<file path="config.mk">
export PLATFORM = sky130hd
export DESIGN_NAME = bltape_ctrl
export DESIGN_NICKNAME = d
export VERILOG_FILES = /design/src/rtl/bltape_pkg.sv /design/src/rtl/bltape_ctrl.sv
export SDC_FILE = /design/constraint.sdc
export NUM_CORES = 1
export LEC_CHECK = 0
export BUFFER_PORTS_ARGS = -buffer_cell sky130_fd_sc_hd__buf_2
export CAP_MARGIN = 10
export CORE_AREA = 2 2 39 41
export DETAILED_ROUTE_END_ITERATION = 16
export DIE_AREA = 0 0 41 43
export GPL_ROUTABILITY_DRIVEN = 0
export PLACE_DENSITY = 0.49
export SLEW_MARGIN = 20
export SYNTH_ARGS = -nofsm -noshare
export SYNTH_HDL_FRONTEND = slang
export SYNTH_SLANG_ARGS = --single-unit
</file>
<file path="constraint.sdc">
create_clock -name clk -period 1.2 [get_ports clk]
set_input_delay 0.24 -clock clk [delete_from_list [all_inputs] [get_ports clk]]
set_output_delay 0.24 -clock clk [all_outputs]
set_load 0.01 [all_outputs]
</file>
<file path="src/rtl/bltape_pkg.sv">
// Package: constants, types and codes shared by the tape machine modules.
package bltape_pkg;

  localparam int TapeDepth    = 32768;
  localparam int ProgramDepth = 4096;
  localparam int StackDepth   = 256;

  localparam int TapeAw  = $clog2(TapeDepth);
  localparam int ProgAw  = $clog2(ProgramDepth);
  localparam int StackAw = (StackDepth > 1) ? $clog2(StackDepth) : 1;
  localparam int LenW    = $clog2(ProgramDepth + 1);
  localparam int LevelW  = $clog2(StackDepth + 1);

  localparam logic [1:0] OP_LOAD   = 2'd0;
  localparam logic [1:0] OP_FINISH = 2'd1;
  localparam logic [1:0] OP_STEP   = 2'd2;

  localparam logic [1:0] ST_OK    = 2'd0;
  localparam logic [1:0] ST_CLOSE = 2'd1;
  localparam logic [1:0] ST_OPEN  = 2'd2;
  localparam logic [1:0] ST_FULL  = 2'd3;

  localparam logic [7:0] CH_OPEN  = 8'h5B;
  localparam logic [7:0] CH_CLOSE = 8'h5D;
  localparam logic [7:0] CH_RIGHT = 8'h3E;
  localparam logic [7:0] CH_LEFT  = 8'h3C;
  localparam logic [7:0] CH_PLUS  = 8'h2B;
  localparam logic [7:0] CH_MINUS = 8'h2D;
  localparam logic [7:0] CH_DOT   = 8'h2E;
  localparam logic [7:0] CH_COMMA = 8'h2C;
  localparam logic [7:0] CH_LF    = 8'h0A;
  localparam logic [7:0] CH_CR    = 8'h0D;

  typedef enum logic [1:0] {PH_LOADING, PH_RUNNING, PH_ERROR} phase_t;

  typedef enum logic [2:0] {
    S_CLEAR, S_IDLE, S_FETCH, S_EXEC, S_LOADPOP, S_OUT
  } state_t;

  // controller -> datapath
  typedef struct packed {
    logic clear_step;   // write zero at clear address, advance
    logic capture;      // latch input beat
    logic fetch;        // issue program/jump/tape reads
    logic execute;      // perform step instruction
    logic load_start;   // handle load/finish; read stack for ']'
    logic load_finish;  // complete ']' load after stack read
    logic out_load;     // load result register
  } cmd_t;

  // datapath -> controller
  typedef struct packed {
    logic clear_done;
    logic is_step;      // captured beat is a runnable step
    logic need_pop;     // captured load is a legal ']'
  } sts_t;

endpackage

</file>
<file path="src/rtl/bltape_ctrl.sv">
// Controller state machine for the tape machine.
module bltape_ctrl (
  input  logic                clk,
  input  logic                rst_n,
  input  logic                in_valid,
  output logic                in_ready,
  output logic                out_valid_q,
  input  logic                out_ready,
  input  bltape_pkg::sts_t    sts,
  output bltape_pkg::cmd_t    cmd
);
  bltape_pkg::state_t state_r, state_nxt;

  always_ff @(posedge clk) begin
    if (!rst_n) begin
      state_r <= bltape_pkg::S_CLEAR;
    end else begin
      state_r <= state_nxt;
    end
  end

  always_comb begin
    state_nxt = state_r;
    unique case (state_r)
      bltape_pkg::S_CLEAR:   if (sts.clear_done) state_nxt = bltape_pkg::S_IDLE;
      bltape_pkg::S_IDLE: begin
        if (in_valid) state_nxt = bltape_pkg::S_FETCH;
      end
      bltape_pkg::S_FETCH: begin
        if (sts.is_step) state_nxt = bltape_pkg::S_EXEC;
        else if (sts.need_pop) state_nxt = bltape_pkg::S_LOADPOP;
        else state_nxt = bltape_pkg::S_OUT;
      end
      bltape_pkg::S_EXEC:    state_nxt = bltape_pkg::S_OUT;
      bltape_pkg::S_LOADPOP: state_nxt = bltape_pkg::S_OUT;
      bltape_pkg::S_OUT: begin
        if (out_ready) state_nxt = bltape_pkg::S_IDLE;
      end
      default: state_nxt = bltape_pkg::S_CLEAR;
    endcase
  end

  always_comb begin
    cmd = '0;
    in_ready = 1'b0;
    out_valid_q = 1'b0;
    unique case (state_r)
      bltape_pkg::S_CLEAR: cmd.clear_step = 1'b1;
      bltape_pkg::S_IDLE: begin
        in_ready = 1'b1;
        cmd.capture = 1'b1;
      end
      bltape_pkg::S_FETCH: begin
        cmd.fetch = 1'b1;
        cmd.load_start = ~sts.is_step;
        cmd.out_load = ~sts.is_step & ~sts.need_pop;
      end
      bltape_pkg::S_EXEC: begin
        cmd.execute = 1'b1;
        cmd.out_load = 1'b1;
      end
      bltape_pkg::S_LOADPOP: begin
        cmd.load_finish = 1'b1;
        cmd.out_load = 1'b1;
      end
      bltape_pkg::S_OUT: out_valid_q = 1'b1;
      default: ;
    endcase
  end
endmodule

</file>
# Word level (Yosys, flattened, before mapping)
# Cells that the tools add are included.
# totals
in_bits	7
elab_cells	29
reg_bits	3
output_inout_bits	9
# classes
eq_ne	8
n_bitwise	3
mux	14
n_reduce_logical	3
# op_table
op	n
$pmux W3 S5	1
$mux W3	4
$mux W1	8
$eq A3 B2 Y1 const B	2
$eq A3 B3 Y1 const B	2
$ne A2 B2 Y1 const B	3
$eq A3 B1 Y1 const B	1
$logic_not A3 Y1	1
$reduce_and A3 Y1	1
$not A1 Y1	2
$pmux W1 S2	1
$reduce_or A2 Y1	1
$and A1 B1 Y1	1

# Longest topological paths before layout
# Gate-level depths: netlist of the first run.
# depth
ltp_word	3
depth_mapped	4
depth_no_buf	3

# Worst setup path before layout of the first run
# Ideal clock, no wire load.
# synth_timing
path_type	register to output
from	register state_r[0]
to	output cmd[0] (netlist name)
path_buffers	1
setup_slack_ns	0.039
t_required_ns	0.960
path_stages_with_launch	4
arrival_ns	0.921
cell_sequence	dfxtp_1 > buf_6 > nor3_2 > nand2b_1
# synth_lines
element	line_no	text
start: declaration	bltape_ctrl.sv:12	bltape_pkg::state_t state_r, state_nxt;
start signal: assignment	bltape_ctrl.sv:16	state_r <= bltape_pkg::S_CLEAR;
start signal: assignment	bltape_ctrl.sv:18	state_r <= state_nxt;
end: declaration	bltape_ctrl.sv:10	output bltape_pkg::cmd_t cmd

==> reports/summary.txt, run 1 <==
Root Buffer - clkbuf_4
Final Cycle Share - 1.13
vias in the first global route - 322
DRT Wirelength - 936 um
top cells by count, synth - 4 x nor2_1, 3 x buf_6, 3 x dfxtp_1
Iter 0 DRT Violations - 1
Syn-to-layout area delta - 96.1%
Inst Count DP - 64
most common cell in the synthesized netlist - nor2_1
worst-skew pair later-pin latency - 0.24 ns
cell row count - 14
Vias - 346
setup violators final - 8
vias per inst - 4.55
first-pass GRT wire length - 1370 um
DP HPWL - 525 um
slew at the pin closest to its max-slew limit - 0.317 ns
Post-synth EDFFs - 0
Pwr Density - 855 nW/um2
Cells after Synth - 34
share of the synthesized area in the top cell type - 0.210
Setup crit start kind - flip-flop
Die Wd - 41 um
Die Ht - 43 um
Sum Neg Setup Slack - -0.515 ns
WP data required - 0.96 ns
I/O Pins - 16
crit path kind - flip-flop to output port
clock buffer count from CTS - 3
Cell Int Power - 328 uW
min Tclk post-route - 1.35 ns
dominant synthesized flop cell - dfxtp_1
Worst Path Arrival - 1.11 ns
Tot GR Track Use - 0.114
n_diodes - 0
count of cell types in the netlist - 23
final non-filler cell total - 76
port bufs - 15
failing checks - setup timing
leakage - 0.000251 uW
1st-pass router iterations - 4
final net count - 68
maximum vdd ir drop - 219 uV
Top reg by flops - state_r
Placeable Area - 1380 um2
Final Skew - 0.00824 ns
switching pwr - 153 uW
async set-reset flop share out of synthesis - 0
Seq/Total Area, Yosys - 0.210
initial antenna violation count - 0
drt wl/cell - 12.3 um
final core utilization - 0.406
Hold Vio Cnt, Final - 0
Synth Area per Inst - 8.43 um2
f_max - 739 MHz
Mapped Nets - 41
worst min path class - input pin to flip-flop
top post-synthesis cells by area - dfxtp_1 21%, buf_6 12%, nor3_2 7.0%, o41ai_2 5.7%, nor2_1 5.2%
status - finished with violations
Post-Syn Area - 287 um2
fin worst setup slack - -0.154 ns
initial core utilization - 0.207
largest net degree at the start of global routing - 11
Comb pwr share - 0.360
Die ar. - 1760 um2
sw frac - 0.317
share of layout cells above drive strength 1 - 0.767
Warnings, synthesis - 0
maxcap violations - 0
Reg power frac - 0.260
CTS H-tree lvls - 1
biggest area consumer among synthesized cells - dfxtp_1
max_slew headroom - 0.787
post-synthesis register bit count - 3
Top Registers - state_r (3)
Slew Viols, Final - 0
RSZ-0062 raised after global routing - yes
crit-path max FO - 4
# DRC - 0
Clk pwr share - 0.379
TritonCTS clock tree - built
global route total overflow - 0
crit end category - output port
Largest register FFs - 3
Routed Antenna Nets - 0
clock-pin slew on the worst setup and hold paths - 0.04 ns
Max clock buf depth - 2
CTS sink count - 3
==> logic make-up after synthesis <==
| kind of cell | after synthesis | share of synthesized area |
|---|---|---|
| flip-flops | 3 | 0.210 |
| AND/OR/NAND/NOR | 15 | 0.323 |
| multiplexers | 1 | 0.0349 |
| AO/OA/AOI/OAI | 8 | 0.249 |
| buffers and inverters | 7 | 0.183 |
==> worst max-delay path, stage by stage, from the launching register on <==
cell and delay, ns:
dfxtp_2 0.33, buf_6 0.13, nor3_4 0.18, nand2b_4 0.16, buf_6 0.10
==> layout make-up <==
cell class	instances	area, um2
fillers	138	822
multi-input cells	24	239
repair buffers	26	191
flip-flops and latches	3	68.8
clock buffers	4	26.3
well taps	16	20.0
inverters	3	16.3
==> final timing paths <==
path                            cells after the start  slack, ns       start    endpoint
worst max-delay path                                4      -0.15  state_r[1]      cmd[0]
worst max register to register                      5       0.05  state_r[1]  state_r[1]
worst min register to register                      2       0.64  state_r[2]  state_r[1]
worst min-delay path                                3       0.26       rst_n  state_r[0]
==> routing by layer <==
layer | up-vias | part of all wire | GRT usage
li1 | 169 | - | -
met1 | 163 | 0.37 | 0.135
met2 | 14 | 0.59 | 0.188
met3 | 0 | 0.041 | 0.0157
met4 | 0 | 0 | 0.0600
met5 | - | 0 | 0
==> timing repair <==
item	4_1_cts	5_1_grt
endpoints found under the setup margin	9	11
hold buffers	0	0
pin swaps	2	4
gates resized for setup	14	14
setup buffers	6	2
==> layout by cell type, fill, tap and decap left out, types with 2 or more instances in the layout <==
cell / n
buf_2: 12
buf_4: 7
buf_6: 7
clkbuf_4: 3
dfxtp_4: 2
inv_1: 2
nand2b_4: 2
nor2_1: 2
nor3_2: 3
o21ai_1: 2
==> per-stage QoR <==
step / total power, uW / worst slack, ns / area (um2) / hold WS (ns)
floorplan: 198 / 0.0388 / 287 / 0.375
global placement: 225 / 0.00690 / 363 / 0.510
detailed placement: 225 / -0.0000656 / 363 / 0.514
CTS: 443 / -0.0871 / 475 / 0.254
global route: 511 / -0.203 / 562 / 0.251
finish: 480 / -0.154 / 562 / 0.256
==> power by group through the flow <==
stage / logic, uW / clock network, uW / registers [uW]
after global routing: 187 / 199 / 126
after global placement: 99.7 / 0 / 125
after CTS: 135 / 186 / 122
final: 173 / 182 / 125
after floorplan: 83.3 / 0 / 114
after detailed placement: 100 / 0 / 125
(Power assumes the default switching activity.)
==> run 2: changes to the inputs <==
--- a/config.mk
+++ b/config.mk
@@ -5,7 +5,7 @@
 export SDC_FILE = /design/constraint.sdc
 export NUM_CORES = 1
 export LEC_CHECK = 0
-export BUFFER_PORTS_ARGS = -buffer_cell sky130_fd_sc_hd__buf_2
+export BUFFER_PORTS_ARGS = -buffer_cell sky130_fd_sc_hd__buf_4
 export CAP_MARGIN = 10
 export CORE_AREA = 2 2 39 41
 export DETAILED_ROUTE_END_ITERATION = 16
==> reports/summary.txt, run 2 (synthesis gave the netlist of run 1 again) <==
status - finished with violations (unchanged)
failing checks - setup timing (unchanged)
CTS sink count - 3 (unchanged)
CP Cell Sequence - buf_6 -> nor3_4 -> nand2b_4 -> buf_6 (unchanged)
crit-path max cell delay - 0.33 ns (about the same)
drt wl/cell - 11.0 um (was 12.3 um)
Die ar. - 1760 um2 (unchanged)
crit path kind - flip-flop to output port (unchanged)
Pwr Density - 840 nW/um2 (was 855 nW/um2)
Setup crit start kind - flip-flop (unchanged)
placed cell areas - 415 um2 (was 363 um2)
post-route cell area - 562 um2 (unchanged)
final net count - 68 (unchanged)
vias in the first global route - 268 (was 322)
n_diodes - 0 (unchanged)
min Tclk post-route - 1.35 ns (about the same)
Largest register FFs - 3 (unchanged)
Top Registers - state_r (3) (unchanged)
DP HPWL - 571 um (was 525 um)
most frequent cell on the critical path - buf_6 (unchanged)
crit-path max FO - 4 (unchanged)
crit-path leading delay family - flip-flops (was simple AND/OR/NAND/NOR gates)
Slew Viols, Final - 0 (unchanged)
vias per inst - 4.29 (was 4.55)
R2R setup slack - 0.07 ns (was 0.05 ns)
maximum vdd ir drop - 570 uV (was 219 uV)
Routed Antenna Nets - 0 (unchanged)
Die Wd - 41 um (unchanged)
worst r2r path cells - 5 (unchanged)
setup violators final - 8 (unchanged)
Placeable Area - 1380 um2 (unchanged)
Max clock buf depth - 2 (unchanged)
Final Cycle Share - 1.12 (was 1.13)
Root Buffer - clkbuf_4 (unchanged)
first-pass GRT wire length - 1150 um (was 1370 um)
clock buffer count from CTS - 3 (unchanged)
Iter 0 DRT Violations - 3 (was 1)
Tot GR Track Use - 0.101 (was 0.114)
TritonCTS clock tree - built (unchanged)
clock-pin slew on the worst setup and hold paths - 0.04 ns (about the same)
CTS H-tree lvls - 1 (unchanged)
largest net degree at the start of global routing - 12 (was 11)
CP Depth - 4 (unchanged)
most frequent cells in the layout - 20 x buf_4, 6 x buf_6, 3 x clkbuf_4 (was 12 x buf_2, 7 x buf_6, 7 x buf_4)
leakage - 0.000250 uW (was 0.000251 uW)
maxcap violations - 0 (unchanged)
RSZ-0062 raised after global routing - yes (unchanged)
slew at the pin closest to its max-slew limit - 0.414 ns (was 0.317 ns)
initial core utilization - 0.207 (unchanged)
Worst Path Arrival - 1.11 ns (about the same)
1st-pass router iterations - 2 (was 4)
Vias - 326 (was 346)
worst min path class - input pin to flip-flop (unchanged)
WP buf/inv - 2 (unchanged)
initial antenna violation count - 0 (unchanged)
most common cell after layout, fill and taps aside - buf_4 (was buf_2)
worst-skew pair later-pin latency - 0.23 ns (was 0.24 ns)
cell row count - 14 (unchanged)
Final Skew - 0.00113 ns (was 0.00824 ns)
Worst Hold Path Cells - 3 (unchanged)
worst hold margin - 0.270 ns (was 0.256 ns)
Die Ht - 43 um (unchanged)
global route total overflow - 0 (unchanged)
Crit-path slowest cell - dfxtp_2 (unchanged)
WP data required - 0.96 ns (about the same)
cts hold-fix bufs - 0 (unchanged)
DRT Wirelength - 836 um (was 936 um)
Top reg by flops - state_r (unchanged)
Syn-to-layout area delta - 96.1% (unchanged)
max_slew headroom - 0.721 (was 0.787)
f_max - 742 MHz (was 739 MHz)
# DRC - 0 (unchanged)
share of layout cells above drive strength 1 - 0.733 (was 0.767)
port bufs - 15 (unchanged)
crit end category - output port (unchanged)
I/O Pins - 16 (unchanged)
fin worst setup slack - -0.148 ns (was -0.154 ns)
Hold Vio Cnt, Final - 0 (unchanged)
## run 2: cell types whose count changed in the layout (fill, tap and decap cells not counted)
cell / previous run / this run
o41ai_4: 1 / 0
nor3_2: 3 / 1
buf_2: 12 / 0
o41ai_2: 0 / 1
nand2_4: 1 / 0
nand2_2: 0 / 1
buf_6: 7 / 6
buf_4: 7 / 20
nor3_1: 0 / 2
## run 2: power breakdown
group / leakage [uW] / internal, uW / switching, uW
Clock: 0.0000150 / 125 / 58.1
Sequential: 0.0000264 / 107 / 19.2
Combinational: 0.000208 / 96.4 / 66.9
Total: 0.000250 / 328 / 144
## run 2: worst register-to-register path, delay by kind of cell, from the launching register on
kind | cells | cell delay [ns]
buffers and inverters | 2 | 0.26
and+or+nand+nor | 2 | 0.35
AOI/OAI and AO/OA | 1 | 0.06
DFF | 1 | 0.33
## run 2: final cells by class
cell class,count,area (um2)
Multi-Input combinational cell,24,213
Timing Repair Buffer,26,218
Sequential cell,3,68.8
Fill cell,149,822
Inverter,3,16.3
Clock buffer,4,26.3
Tap cell,16,20.0
## run 2: per-layer routing
layer / routed length (um) / share of wire / GRT usage / vias up
li1: - / - / - / 168
met1: 346 / 0.41 / 0.109 / 148
met2: 432 / 0.52 / 0.150 / 10
met3: 57 / 0.068 / 0.0838 / 0
met4: 0 / 0 / 0.0200 / 0
met5: 0 / 0 / 0 / -
## run 2: final timing paths
check / start / endpoint
min reg2reg: state_r[2] / state_r[2]
max: state_r[1] / cmd[0]
max reg2reg: state_r[1] / state_r[0]
min: rst_n / state_r[0]
## run 2: repair_timing
item / in CTS / in global routing
endpoints found under the setup margin: 9 / 9
gates resized for setup: 15 / 8
buffers inserted: 2 / 4
pin swaps: 1 / 3
hold endpoints to repair: 0 / 0
## run 2: through the flow
step                       TNS, ns  utilization  total power [uW]  setup WS [ns]  cells
after floorplan                  0            -               198         0.0388     34
after global placement           0        0.300               248         0.0154     66
after detailed placement  -0.00852        0.300               249       -0.00852     66
after CTS                   -0.711        0.363               450         -0.122     72
after global routing         -1.24        0.406               506         -0.196     76
final                       -0.746        0.406               472         -0.148     76
